## config.mk

```make
export PLATFORM = sky130hd
export DESIGN_NAME = priority_schedule_timing_flat
export DESIGN_NICKNAME = d
export VERILOG_FILES = /design/src/hw/rtl/psched_pkg.sv /design/src/hw/rtl/psched_in_if.sv /design/src/hw/rtl/psched_out_if.sv /design/src/hw/rtl/psched_datapath.sv /design/src/hw/rtl/psched_ctrl.sv /design/src/hw/rtl/priority_schedule_timing.sv /design/src/flat_wrapper.sv
export SDC_FILE = /design/constraint.sdc
export NUM_CORES = 1
export LEC_CHECK = 0
export BUFFER_PORTS_ARGS = -buffer_cell sky130_fd_sc_hd__buf_2
export CAP_MARGIN = 20
export CORE_AREA = 2 2 354 356
export CTS_BUF_LIST = sky130_fd_sc_hd__clkbuf_4
export DETAILED_ROUTE_END_ITERATION = 7
export DIE_AREA = 0 0 356 358
export PLACE_DENSITY = 0.47
export RECOVER_POWER = 100
export SLEW_MARGIN = 25
export SYNTH_ARGS = -nofsm -noshare
export SYNTH_HDL_FRONTEND = slang
export SYNTH_SLANG_ARGS = --single-unit
```

## constraint.sdc

```tcl
create_clock -name clk_i -period 13.82 [get_ports clk_i]
set_clock_uncertainty 0.05 [all_clocks]
set_input_delay 1.382 -clock clk_i [delete_from_list [all_inputs] [get_ports clk_i]]
set_output_delay 1.382 -clock clk_i [all_outputs]
set_load 0.05 [all_outputs]
```

## src/hw/rtl/psched_pkg.sv

```systemverilog
// ----------------------------------------------------------------------------
// psched_pkg
// Shared widths, sizes and controller/datapath command and status types
// of the non-preemptive priority scheduler.
// ----------------------------------------------------------------------------
package psched_pkg;

  localparam int unsigned MAX_PROCESSES = 16;
  localparam int unsigned IDX_W = (MAX_PROCESSES > 1) ? $clog2(MAX_PROCESSES) : 1;
  localparam int unsigned CNT_W = $clog2(MAX_PROCESSES + 1);

  localparam int unsigned ARR_W   = 16;
  localparam int unsigned BURST_W = 16;
  localparam int unsigned PRIO_W  = 8;
  localparam int unsigned JOB_W   = 4;
  localparam int unsigned TIME_W  = 21;

  typedef struct packed {
    logic             load;
    logic             scan_init;
    logic             rd_en;
    logic [IDX_W-1:0] rd_addr;
    logic             acc;
    logic             decide;
    logic             emit;
    logic             last;
    logic             clear_set;
  } cmd_t;

  typedef struct packed {
    logic [CNT_W-1:0] job_count;
    logic             best_valid;
    logic             out_busy;
  } sts_t;

endpackage

```

## src/hw/rtl/psched_in_if.sv

```systemverilog
// ----------------------------------------------------------------------------
// psched_in_if
// Job load channel: arrival, burst, priority and end-of-set mark.
// ----------------------------------------------------------------------------
interface psched_in_if import psched_pkg::*; ();
  logic               valid;
  logic               ready;
  logic [ARR_W-1:0]   arrival_time;
  logic [BURST_W-1:0] burst_time;
  logic [PRIO_W-1:0]  priority_level;
  logic               last_process;

  modport source (output valid, output arrival_time, output burst_time,
                  output priority_level, output last_process, input ready);
  modport sink   (input valid, input arrival_time, input burst_time,
                  input priority_level, input last_process, output ready);
endinterface

```

## src/hw/rtl/psched_out_if.sv

```systemverilog
// ----------------------------------------------------------------------------
// psched_out_if
// Result channel: one item per completed job, in completion order.
// ----------------------------------------------------------------------------
interface psched_out_if import psched_pkg::*; ();
  logic              valid;
  logic              ready;
  logic [JOB_W-1:0]  job_number;
  logic [TIME_W-1:0] completion_time;
  logic [TIME_W-1:0] turnaround_time;
  logic [TIME_W-1:0] waiting_time;
  logic              last_result;

  modport source (output valid, output job_number, output completion_time,
                  output turnaround_time, output waiting_time, output last_result,
                  input ready);
  modport sink   (input valid, input job_number, input completion_time,
                  input turnaround_time, input waiting_time, input last_result,
                  output ready);
endinterface

```

## src/hw/rtl/psched_datapath.sv

```systemverilog
// ----------------------------------------------------------------------------
// psched_datapath
// Job stores, done flags, current time, scan accumulator and result register.
// ----------------------------------------------------------------------------
module psched_datapath import psched_pkg::*; (
  input  logic               clk_i,
  input  logic               rst_ni,
  input  cmd_t               cmd_i,
  output sts_t               sts_o,
  input  logic [ARR_W-1:0]   arrival_time_i,
  input  logic [BURST_W-1:0] burst_time_i,
  input  logic [PRIO_W-1:0]  priority_level_i,
  input  logic               out_ready_i,
  output logic               out_valid_o,
  output logic [JOB_W-1:0]   job_number_o,
  output logic [TIME_W-1:0]  completion_time_o,
  output logic [TIME_W-1:0]  turnaround_time_o,
  output logic [TIME_W-1:0]  waiting_time_o,
  output logic               last_result_o
);

  logic [ARR_W-1:0]   arr_mem   [MAX_PROCESSES];
  logic [BURST_W-1:0] burst_mem [MAX_PROCESSES];
  logic [PRIO_W-1:0]  prio_mem  [MAX_PROCESSES];

  logic [MAX_PROCESSES-1:0] done_q;
  logic [CNT_W-1:0]         count_q;
  logic [TIME_W-1:0]        time_q;

  logic [ARR_W-1:0]   rd_arr_q;
  logic [BURST_W-1:0] rd_burst_q;
  logic [PRIO_W-1:0]  rd_prio_q;
  logic               rd_done_q;
  logic [IDX_W-1:0]   rd_idx_q;

  logic               best_valid_q;
  logic [ARR_W-1:0]   best_arr_q;
  logic [BURST_W-1:0] best_burst_q;
  logic [PRIO_W-1:0]  best_prio_q;
  logic [IDX_W-1:0]   best_idx_q;
  logic [ARR_W-1:0]   min_arr_q;
  logic [TIME_W-1:0]  wt_q;

  logic               out_valid_q;
  logic [JOB_W-1:0]   job_q;
  logic [TIME_W-1:0]  ct_q;
  logic [TIME_W-1:0]  tat_q;
  logic [TIME_W-1:0]  wt_out_q;
  logic               last_q;

  logic has_room;
  logic rd_ready;
  logic rd_better;

  assign has_room  = (count_q < CNT_W'(MAX_PROCESSES));
  assign rd_ready  = !rd_done_q && (TIME_W'(rd_arr_q) <= time_q);
  assign rd_better = !best_valid_q || (rd_prio_q < best_prio_q) ||
                     ((rd_prio_q == best_prio_q) && (rd_arr_q < best_arr_q));

  // job stores
  always_ff @(posedge clk_i) begin
    if (cmd_i.load && has_room) begin
      arr_mem[count_q[IDX_W-1:0]]   <= arrival_time_i;
      burst_mem[count_q[IDX_W-1:0]] <= burst_time_i;
      prio_mem[count_q[IDX_W-1:0]]  <= priority_level_i;
    end
    if (cmd_i.rd_en) begin
      rd_arr_q   <= arr_mem[cmd_i.rd_addr];
      rd_burst_q <= burst_mem[cmd_i.rd_addr];
      rd_prio_q  <= prio_mem[cmd_i.rd_addr];
      rd_done_q  <= done_q[cmd_i.rd_addr];
      rd_idx_q   <= cmd_i.rd_addr;
    end
  end

  // scan accumulator and decision
  always_ff @(posedge clk_i) begin
    if (cmd_i.scan_init) begin
      min_arr_q <= '1;
    end else if (cmd_i.acc && !rd_done_q && (rd_arr_q < min_arr_q)) begin
      min_arr_q <= rd_arr_q;
    end
    if (cmd_i.acc && rd_ready && rd_better) begin
      best_arr_q   <= rd_arr_q;
      best_burst_q <= rd_burst_q;
      best_prio_q  <= rd_prio_q;
      best_idx_q   <= rd_idx_q;
    end
    if (cmd_i.decide) begin
      wt_q <= time_q - TIME_W'(best_arr_q);
    end
  end

  always_ff @(posedge clk_i or negedge rst_ni) begin
    if (!rst_ni) begin
      best_valid_q <= 1'b0;
      done_q       <= '0;
      count_q      <= '0;
      time_q       <= '0;
    end else begin
      if (cmd_i.scan_init) begin
        best_valid_q <= 1'b0;
      end else if (cmd_i.acc && rd_ready) begin
        best_valid_q <= 1'b1;
      end
      if (cmd_i.load && has_room) begin
        count_q <= count_q + CNT_W'(1);
      end
      if (cmd_i.decide) begin
        if (best_valid_q) begin
          time_q             <= time_q + TIME_W'(best_burst_q);
          done_q[best_idx_q] <= 1'b1;
        end else begin
          time_q <= TIME_W'(min_arr_q);
        end
      end
      if (cmd_i.clear_set) begin
        done_q  <= '0;
        count_q <= '0;
        time_q  <= '0;
      end
    end
  end

  // result register
  always_ff @(posedge clk_i or negedge rst_ni) begin
    if (!rst_ni) begin
      out_valid_q <= 1'b0;
    end else if (cmd_i.emit) begin
      out_valid_q <= 1'b1;
    end else if (out_ready_i) begin
      out_valid_q <= 1'b0;
    end
  end

  always_ff @(posedge clk_i) begin
    if (cmd_i.emit) begin
      job_q    <= JOB_W'(best_idx_q);
      ct_q     <= time_q;
      tat_q    <= wt_q + TIME_W'(best_burst_q);
      wt_out_q <= wt_q;
      last_q   <= cmd_i.last;
    end
  end

  assign sts_o.job_count  = count_q;
  assign sts_o.best_valid = best_valid_q;
  assign sts_o.out_busy   = out_valid_q && !out_ready_i;

  assign out_valid_o       = out_valid_q;
  assign job_number_o      = job_q;
  assign completion_time_o = ct_q;
  assign turnaround_time_o = tat_q;
  assign waiting_time_o    = wt_out_q;
  assign last_result_o     = last_q;

endmodule

```

## src/hw/rtl/psched_ctrl.sv

```systemverilog
// ----------------------------------------------------------------------------
// psched_ctrl
// Sequencer: load, per-decision scan over stored jobs, decide, emit.
// ----------------------------------------------------------------------------
module psched_ctrl import psched_pkg::*; (
  input  logic clk_i,
  input  logic rst_ni,
  input  logic in_valid_i,
  input  logic in_last_i,
  output logic in_ready_o,
  input  sts_t sts_i,
  output cmd_t cmd_o
);

  typedef enum logic [2:0] {
    S_IDLE,
    S_SCAN,
    S_DRAIN,
    S_DECIDE,
    S_EMIT
  } state_e;

  state_e           state_q;
  logic [IDX_W-1:0] idx_q;
  logic             acc_q;
  logic [CNT_W-1:0] fin_q;

  logic scan_end;
  logic is_last;

  assign scan_end = (CNT_W'(idx_q) == (sts_i.job_count - CNT_W'(1)));
  assign is_last  = ((fin_q + CNT_W'(1)) == sts_i.job_count);

  always_comb begin
    cmd_o           = '0;
    cmd_o.rd_addr   = idx_q;
    cmd_o.acc       = acc_q;
    cmd_o.last      = is_last;
    unique case (state_q)
      S_IDLE: begin
        cmd_o.load      = in_valid_i;
        cmd_o.scan_init = in_valid_i && in_last_i;
      end
      S_SCAN: begin
        cmd_o.rd_en = 1'b1;
      end
      S_DRAIN: begin
      end
      S_DECIDE: begin
        cmd_o.decide    = 1'b1;
        cmd_o.scan_init = !sts_i.best_valid;
      end
      S_EMIT: begin
        cmd_o.emit      = !sts_i.out_busy;
        cmd_o.clear_set = !sts_i.out_busy && is_last;
        cmd_o.scan_init = !sts_i.out_busy && !is_last;
      end
      default: begin
      end
    endcase
  end

  assign in_ready_o = (state_q == S_IDLE);

  always_ff @(posedge clk_i or negedge rst_ni) begin
    if (!rst_ni) begin
      state_q <= S_IDLE;
      idx_q   <= '0;
      acc_q   <= 1'b0;
      fin_q   <= '0;
    end else begin
      acc_q <= (state_q == S_SCAN);
      unique case (state_q)
        S_IDLE: begin
          if (in_valid_i && in_last_i) begin
            idx_q   <= '0;
            state_q <= S_SCAN;
          end
        end
        S_SCAN: begin
          if (scan_end) begin
            state_q <= S_DRAIN;
          end else begin
            idx_q <= idx_q + IDX_W'(1);
          end
        end
        S_DRAIN: begin
          state_q <= S_DECIDE;
        end
        S_DECIDE: begin
          if (sts_i.best_valid) begin
            state_q <= S_EMIT;
          end else begin
            idx_q   <= '0;
            state_q <= S_SCAN;
          end
        end
        S_EMIT: begin
          if (!sts_i.out_busy) begin
            if (is_last) begin
              fin_q   <= '0;
              state_q <= S_IDLE;
            end else begin
              fin_q   <= fin_q + CNT_W'(1);
              idx_q   <= '0;
              state_q <= S_SCAN;
            end
          end
        end
        default: begin
          state_q <= S_IDLE;
        end
      endcase
    end
  end

endmodule

```

## src/hw/rtl/priority_schedule_timing.sv

```systemverilog
// ----------------------------------------------------------------------------
// priority_schedule_timing
// Non-preemptive priority scheduler: loads jobs, then emits one result item
// per job in completion order.
//
//   channel  dir  fields
//   in_i     in   arrival_time, burst_time, priority_level, last_process
//   out_o    out  job_number, completion_time, turnaround_time, waiting_time,
//                 last_result
//
// Load items are taken whenever the scheduler is idle. After the last item, each
// decision scans the N stored jobs through a single registered store read
// port, plus one more scan whenever time must jump to an arrival.
// No items are taken while a set is being scheduled. Reset clears the job
// count, done flags and time; no clearing pass. A stalled result holds in the
// output register; the next load item is taken once the final result is in it.
// ----------------------------------------------------------------------------
module priority_schedule_timing import psched_pkg::*; (
  input  logic          clk_i,
  input  logic          rst_ni,
  psched_in_if.sink     in_i,
  psched_out_if.source  out_o
);

  cmd_t cmd;
  sts_t sts;
  logic in_ready;

  assign in_i.ready = in_ready;

  psched_ctrl u_ctrl (
    .clk_i      (clk_i),
    .rst_ni     (rst_ni),
    .in_valid_i (in_i.valid),
    .in_last_i  (in_i.last_process),
    .in_ready_o (in_ready),
    .sts_i      (sts),
    .cmd_o      (cmd)
  );

  psched_datapath u_dp (
    .clk_i             (clk_i),
    .rst_ni            (rst_ni),
    .cmd_i             (cmd),
    .sts_o             (sts),
    .arrival_time_i    (in_i.arrival_time),
    .burst_time_i      (in_i.burst_time),
    .priority_level_i  (in_i.priority_level),
    .out_ready_i       (out_o.ready),
    .out_valid_o       (out_o.valid),
    .job_number_o      (out_o.job_number),
    .completion_time_o (out_o.completion_time),
    .turnaround_time_o (out_o.turnaround_time),
    .waiting_time_o    (out_o.waiting_time),
    .last_result_o     (out_o.last_result)
  );

endmodule

```

## src/flat_wrapper.sv

```systemverilog
// flat-port wrapper written by rule: the top's interface ports become plain ports
module priority_schedule_timing_flat import psched_pkg::*;
  (clk_i, rst_ni, in_i_valid, in_i_arrival_time, in_i_burst_time, in_i_priority_level, in_i_last_process, in_i_ready, out_o_valid, out_o_job_number, out_o_completion_time, out_o_turnaround_time, out_o_waiting_time, out_o_last_result, out_o_ready);
  psched_in_if in_i_i ();
  psched_out_if out_o_i ();
  input  logic clk_i;
  input  logic rst_ni;
  input wire logic [$bits(in_i_i.valid)-1:0] in_i_valid;
  input wire logic [$bits(in_i_i.arrival_time)-1:0] in_i_arrival_time;
  input wire logic [$bits(in_i_i.burst_time)-1:0] in_i_burst_time;
  input wire logic [$bits(in_i_i.priority_level)-1:0] in_i_priority_level;
  input wire logic [$bits(in_i_i.last_process)-1:0] in_i_last_process;
  output wire logic [$bits(in_i_i.ready)-1:0] in_i_ready;
  output wire logic [$bits(out_o_i.valid)-1:0] out_o_valid;
  output wire logic [$bits(out_o_i.job_number)-1:0] out_o_job_number;
  output wire logic [$bits(out_o_i.completion_time)-1:0] out_o_completion_time;
  output wire logic [$bits(out_o_i.turnaround_time)-1:0] out_o_turnaround_time;
  output wire logic [$bits(out_o_i.waiting_time)-1:0] out_o_waiting_time;
  output wire logic [$bits(out_o_i.last_result)-1:0] out_o_last_result;
  input wire logic [$bits(out_o_i.ready)-1:0] out_o_ready;
  assign in_i_i.valid = in_i_valid;
  assign in_i_i.arrival_time = in_i_arrival_time;
  assign in_i_i.burst_time = in_i_burst_time;
  assign in_i_i.priority_level = in_i_priority_level;
  assign in_i_i.last_process = in_i_last_process;
  assign in_i_ready = in_i_i.ready;
  assign out_o_valid = out_o_i.valid;
  assign out_o_job_number = out_o_i.job_number;
  assign out_o_completion_time = out_o_i.completion_time;
  assign out_o_turnaround_time = out_o_i.turnaround_time;
  assign out_o_waiting_time = out_o_i.waiting_time;
  assign out_o_last_result = out_o_i.last_result;
  assign out_o_i.ready = out_o_ready;
  priority_schedule_timing u_core (.clk_i(clk_i), .rst_ni(rst_ni), .in_i(in_i_i), .out_o(out_o_i));
endmodule
```

==> results_dict.tcl, run 1 <==
set metrics [dict create \
    crit_family "buffers and inverters" \
    drive_above_1_share_pct 19.36 \
    powerDensity_nw_per_um2 219.2 \
    worstPathCellList "clkbuf_1 > and2_2 > clkbuf_1 > a221oi_1 > a22oi_1 > nand2_1" \
    coreArea_um2 123300 \
    synthToLayoutAreaGrowth_pct 14.29 \
    rows 129 \
    cap_violations 27 \
    clock_path_buffers 3 \
    cp-start-kind "flop" \
    dp_hpwl_um 54340 \
    slew_violations 1112 \
    totalPowerFinal_mw 9.253 \
    p_leak_nw 14.68 \
    grt_remaining_overflow 0 \
    drt-total-wl_um 97120 \
    synth_seq_cells 891 \
    p_seq_share_pct 41.6 \
    critPathMaxStageDelay_ns 3.17 \
    netlist_area_um2 36930 \
    fin_cells 4347 \
    syn_nets 2385 \
    cts_hold_buf 0 \
    hold_viol 0 \
    tightest_slew_ns 4.514 \
    critPathMostFrequentCell "clkbuf_1" \
    routedWlPerCell_um 22.34 \
    die_area_um2 127400 \
    grt_pass1_vias 21410 \
    worstSetupPathType "flop to flop" \
    hp-class "flop to flop" \
    cts.sinks 891 \
    cts_tree "done" \
    antenna_found_initial 21 \
    power_frac_clock_pct 24.1 \
    grt_usage_pct 15.21 \
    cts_root_buffer "clkbuf_4" \
    cts_setup_buffers 0 \
    ant_nets 0 \
    post-place-cells 3925 \
    status "complete, but fails checks" \
    cts_buffers 229 \
    violations "max-capacitance violations, max-slew violations" \
    drc 0 \
    p_switching_mw 3.342 \
    final.period_utilization_pct 59.29 \
    grt_pass1_wl_um 142000 \
    ir_drop_uv 105.6 \
    grt_max_degree 69 \
    fin_nets 2676 \
    cp_num_buf_inv 2 \
    setup_violations 0 \
    synth_seq_area_share_pct 71.24 \
    internal-power_mw 5.911 \
    fp.dieW_um 356 \
    cp-end-kind "flop" \
    ys_types 71 \
    crit_fanout 56 \
    port_buffers 114 \
    die_y_um 358 \
    critPathArrivalTime_ns 8.83 \
    num_io_pins 115 \
    cp_slowest_cell "clkbuf_1" \
    required_ns 14.45 \
    synth_warnings 0 \
    num_vias 20980 \
    max_freq_mhz 122.0 \
    clk_latency_ns 1.09 \
    rsz0062_at_grt "false" \
    ys.flop_type "edfxtp_1" \
    p_comb_share_pct 34.3 \
    gp_congestion 0.8116 \
    vias_per_cell 4.827 \
    fin_crit_ns 8.194 \
    firstDrtPassIters 5 \
    clk_pin_slew_ns 0.07 \
    htree_levels 4 \
    initial_core_util_pct 29.95 \
    synth_edf_count 818 \
    cts_resized 0 \
    syn_inst 2228 \
    p_sw_share_pct 36.12 \
    setup_tns_ns 0 \
    drt-initial-drc-count 1414 \
    maxSlewHeadroom_pct -200.9 \
    async_reset_ff_share_pct 6.397 \
    syn_avg_cell_area_um2 16.58 \
]
power by group through the flow:
stage | logic [mW] | registers (mW) | clock network [mW]
floorplan | 2.32 | 3.69 | 0
global placement | 3.19 | 3.88 | 0
detailed placement | 3.23 | 3.88 | 0
CTS | 3.24 | 3.83 | 2.32
global route | 3.53 | 3.89 | 2.47
finish | 3.17 | 3.85 | 2.23
synth_stat cells (all sizes together) (13+ instances only):
library cell / number / share of area [%]
a22o: 13 / 0.31
a221oi: 43 / 1.1
nand4: 13 / 0.22
a21oi: 92 / 1.3
dfxtp: 16 / 0.87
nand2b: 13 / 0.22
buf: 38 / 0.51
dfrtp: 57 / 3.9
inv: 75 / 0.76
a22oi: 41 / 0.83
clkbuf: 55 / 0.56
edfxtp: 818 / 67
nand3: 28 / 0.38
nand2: 100 / 1.0
o21ai: 146 / 2.0
mux2i: 135 / 3.7
a21o: 26 / 0.53
nor2: 63 / 0.67
ha: 109 / 3.7
o211ai: 19 / 0.39
mux2: 43 / 1.3
xor2: 17 / 0.40
nor3: 17 / 0.24
xnor2: 42 / 1.0
mux4: 82 / 5.0
a211oi: 16 / 0.33
state kept, by name (all words and copies together), names as in the netlist, 8 cells and up:
register and count:
u_core.u_dp.burst_mem 256, u_core.u_dp.min_arr_q 16, u_core.u_dp.wt_q 21, u_core.u_dp.rd_arr_q 16
u_core.u_dp.waiting_time_o 21, u_core.u_dp.done_q 16, u_core.u_dp.best_prio_q 8, u_core.u_dp.completion_time_o 21
u_core.u_dp.best_arr_q 16, u_core.u_dp.prio_mem 128, u_core.u_dp.time_q 21, u_core.u_dp.rd_burst_q 16
u_core.u_dp.turnaround_time_o 21, u_core.u_dp.arr_mem 256, u_core.u_dp.rd_prio_q 8, u_core.u_dp.best_burst_q 16
final timing paths:
path / startpoint / slack, ns / endpoint / depth (start not counted)
max: u_core.u_ctrl.idx_q[2]$_DFFE_PN0P_ / 5.63 / u_core.u_dp.rd_arr_q[3]$_DFFE_PP_ / 6
min: u_core.u_dp.rd_idx_q[0]$_DFFE_PP_ / 0.37 / u_core.u_dp.best_idx_q[0]$_DFFE_PP_ / 0
min reg2reg: u_core.u_dp.rd_idx_q[0]$_DFFE_PP_ / 0.37 / u_core.u_dp.best_idx_q[0]$_DFFE_PP_ / 0
max in group asynchronous: rst_ni / 9.67 / u_core.u_ctrl.idx_q[0]$_DFFE_PN0P_ / 2
max reg2reg: u_core.u_ctrl.idx_q[2]$_DFFE_PN0P_ / 5.63 / u_core.u_dp.rd_arr_q[3]$_DFFE_PP_ / 6
min in group asynchronous: rst_ni / 1.57 / u_core.u_dp.time_q[16]$_DFFE_PN0P_ / 2
area by class of cell:
type                       count  area, µm²
antenna                        8      20.02
clock buffer                 334       2507
clock inverter                80      430.4
fill                       12020      81100
inverter                      76      285.3
multi-input combinational   1168       9980
sequential                   891      26320
tap                         1637       2048
timing repair buffer         153      619.3
cell families (layout without fill, tap and decap cells):
| logic type | Yosys count | after routing | share of synthesized area [%] |
|---|---|---|---|
| AOI/OAI and AO/OA | 454 | 454 | 8.005 |
| DFF | 891 | 891 | 71.24 |
| muxes | 260 | 260 | 9.970 |
| other | 0 | 8 | 0 |
| buffers and inverters | 169 | 643 | 1.843 |
| and+or+nand+nor | 283 | 283 | 3.689 |
| xor gates and xnor gates | 59 | 59 | 1.399 |
| adders and majority gates | 112 | 112 | 3.855 |
layer usage:
layer | vias to the layer above | global-route usage (%) | part of all wire (%)
met1 | 10630 | 20.56 | 45
met2 | 596 | 24.63 | 48
met5 | - | 0 | 0.15
met3 | 145 | 3.323 | 5.2
met4 | 20 | 4.253 | 1.5
li1 | 9589 | - | -
worst register-to-register path: cells and delay by family (launching register included):
kind,cells,cell delay (ns)
AND/OR/NAND/NOR,2,0.75
flip-flops,1,0.97
AO/OA/AOI/OAI,2,0.92
buffers and inverters,2,5.09
through the flow:
stage                     hold WS (ns)  utilization (%)  worst slack (ns)  cell area [µm²]
after floorplan                 0.3503                -             8.434            36930
after global placement          0.3535            32.11             9.511            39600
after detailed placement        0.3552            32.13             9.655            39620
after CTS                       0.3526            34.51             9.753            42550
after global routing            0.3813            34.23             5.339            42210
final                           0.3652            34.23             5.626            42210
cells in the final DEF, fill, tap and decap left out, types with 56 or more instances in the layout:
cell,netlist,routed
ha_1,109,109
clkbuf_1,55,139
inv_1,75,75
edfxtp_1,818,818
mux2i_1,135,135
clkinv_1,1,56
mux4_2,82,82
clkbuf_4,0,334
o21ai_0,141,143
nand2_1,99,99
a21oi_1,91,91
(Power assumes the default switching activity.)
==> inputs of run 2 (changes only) <==
- clock period: 13.82 -> 7.95 ns (I/O delays scaled with it)
==> results_dict.tcl, run 2 (synthesis gave the netlist of run 1 again) <==
set metrics [dict create \
    status "complete, but fails checks" \
    violations "max-capacitance violations, max-slew violations" \
    p_sw_share_pct 36.05 \
    mostFrequentLayoutCell "edfxtp_1" \
    power_frac_clock_pct 23.6 \
    critPathMaxStageDelay_ns 1.66 \
    clk_latency_ns 1.14 \
    cts_buffers 220 \
    antenna_found_initial 12 \
    p_seq_share_pct 42.9 \
    initial_core_util_pct 29.95 \
    cts.sinks 891 \
    p_comb_share_pct 33.5 \
    required_ns 8.73 \
    drive_above_1_share_pct 18.36 \
    setup_tns_ns 0 \
    vias_per_cell 4.861 \
    ir_drop_uv 272.8 \
    r2r_start "u_core.u_ctrl.idx_q[2]$_DFFE_PN0P_" \
    num_vias 21200 \
    hp-class "input pin to flop" \
    hp-start "in_i_valid" \
    rsz0062_at_grt "false" \
    fin_nets 2707 \
    cts_setup_buffers 0 \
    crit_family "buffers and inverters" \
    dp_hpwl_um 56330 \
    rows 129 \
    max_freq_mhz 180.8 \
    p_switching_mw 5.713 \
    coreArea_um2 123300 \
    startpoint "u_core.u_ctrl.idx_q[2]$_DFFE_PN0P_" \
    critPathArrivalTime_ns 6.31 \
    fin_crit_ns 5.532 \
    maxSlewHeadroom_pct -168.1 \
    cp_num_buf_inv 2 \
    grt_usage_pct 14.95 \
    port_buffers 114 \
    grt_pass1_wl_um 141100 \
    cp-start-kind "flop" \
    firstDrtPassIters 6 \
    drt-initial-drc-count 1479 \
    grt_remaining_overflow 0 \
    cap_violations 25 \
    crit_fanout 32 \
    synthToLayoutAreaGrowth_pct 14.93 \
    die_y_um 358 \
    routedWlPerCell_um 21.83 \
    fin_ws_ns 2.418 \
    powerDensity_nw_per_um2 373.3 \
    clk_pin_slew_ns 0.06 \
    internal-power_mw 10.13 \
    worstSetupPathType "flop to flop" \
    mostFrequentLayoutCells "edfxtp_1 (818), clkbuf_4 (313), o21ai_0 (143)" \
    p_leak_nw 14.76 \
    grt_pass1_vias 21970 \
    slew_violations 947 \
    tightest_slew_ns 4.022 \
    cp-end-kind "flop" \
    final.period_utilization_pct 69.58 \
    cts_root_buffer "clkbuf_4" \
    hold_viol 0 \
    drc 0 \
    setup_violations 0 \
    grt_max_degree 119 \
    num_io_pins 115 \
    cp_slowest_cell "clkbuf_1" \
    worstPathCellList "clkbuf_1 > nand2_1 > clkbuf_1 > o21ai_0 > a21oi_1 > a22oi_1 > nand2_1" \
    gp_congestion 0.7841 \
    ant_nets 0 \
    cts_tree "done" \
    die_area_um2 127400 \
    drt-total-wl_um 95230 \
    clock_path_buffers 3 \
    htree_levels 4 \
    fp.dieW_um 356 \
    pre_cts_slack_ns 4.159 \
]
==> run 2: area by class of cell <==
class | count | area [µm²]
clock buffers | 313 | 2350
flip-flops and latches | 891 | 26310
multi-input cells | 1168 | 9952
well taps | 1637 | 2048
fillers | 12040 | 80870
repair buffers | 193 | 1067
inverters | 76 | 285.3
diodes | 7 | 17.52
clock inverters | 77 | 414.1
==> run 2: what timing repair did <==
action	in CTS	in global routing
setup endpoints to repair	0	0
endpoints found under the hold margin	700	0
hold buffers	43	0
resized for setup	0	0
==> run 2: path summary, 6_finish.rpt <==
check                                                       endpoint  slack (ns)  cells past startpoint
worst max-delay path               u_core.u_dp.rd_arr_q[5]$_DFFE_PP_        2.42                      7
worst min-delay path            u_core.u_ctrl.state_q[0]$_DFFE_PN0P_        0.15                      4
worst max register to register     u_core.u_dp.rd_arr_q[5]$_DFFE_PP_        2.42                      7
worst min register to register   u_core.u_dp.best_idx_q[1]$_DFFE_PP_        0.38                      0
max in group asynchronous         u_core.u_ctrl.idx_q[2]$_DFFE_PN0P_        4.16                      3
min in group asynchronous          u_core.u_dp.done_q[2]$_DFFE_PN0P_        1.47                      3
==> run 2: per-stage QoR <==
step | power (mW) | cell area [µm²] | utilization [%] | hold WS, ns | std cells
after floorplan | 10.45 | 36930 | - | 0.3503 | 2228
after global placement | 12.18 | 39610 | 32.12 | 0.3506 | 3922
after detailed placement | 12.28 | 39610 | 32.12 | 0.3608 | 3922
after CTS | 16.12 | 42800 | 34.71 | 0.01446 | 4355
after global routing | 16.95 | 42440 | 34.42 | 0.08922 | 4361
final | 15.85 | 42450 | 34.42 | 0.1541 | 4362
==> run 2: power by group through the flow <==
stage / Clock, mW / Combinational [mW] / Sequential, mW
after global placement: 0 / 5.30 / 6.88
after global routing: 4.14 / 5.93 / 6.88
after CTS: 3.90 / 5.43 / 6.79
after detailed placement: 0 / 5.39 / 6.89
after floorplan: 0 / 4.04 / 6.41
final: 3.74 / 5.31 / 6.80
==> run 2: layer usage <==
layer	vias up	routed length (µm)	track usage, %
met5	-	32	0
met4	6	1757	4.633
met3	159	4999	3.282
met2	577	44180	23.44
met1	10840	44260	20.68
li1	9626	-	-
==> run 2: worst reg2reg max path, stage by stage (launching register included) <==
cell and delay, ns:
dfrtp_2 0.61, clkbuf_1 1.67, nand2_1 1.18, clkbuf_1 0.74, o21ai_0 0.47, a21oi_1 0.11
a22oi_1 0.22, nand2_1 0.21
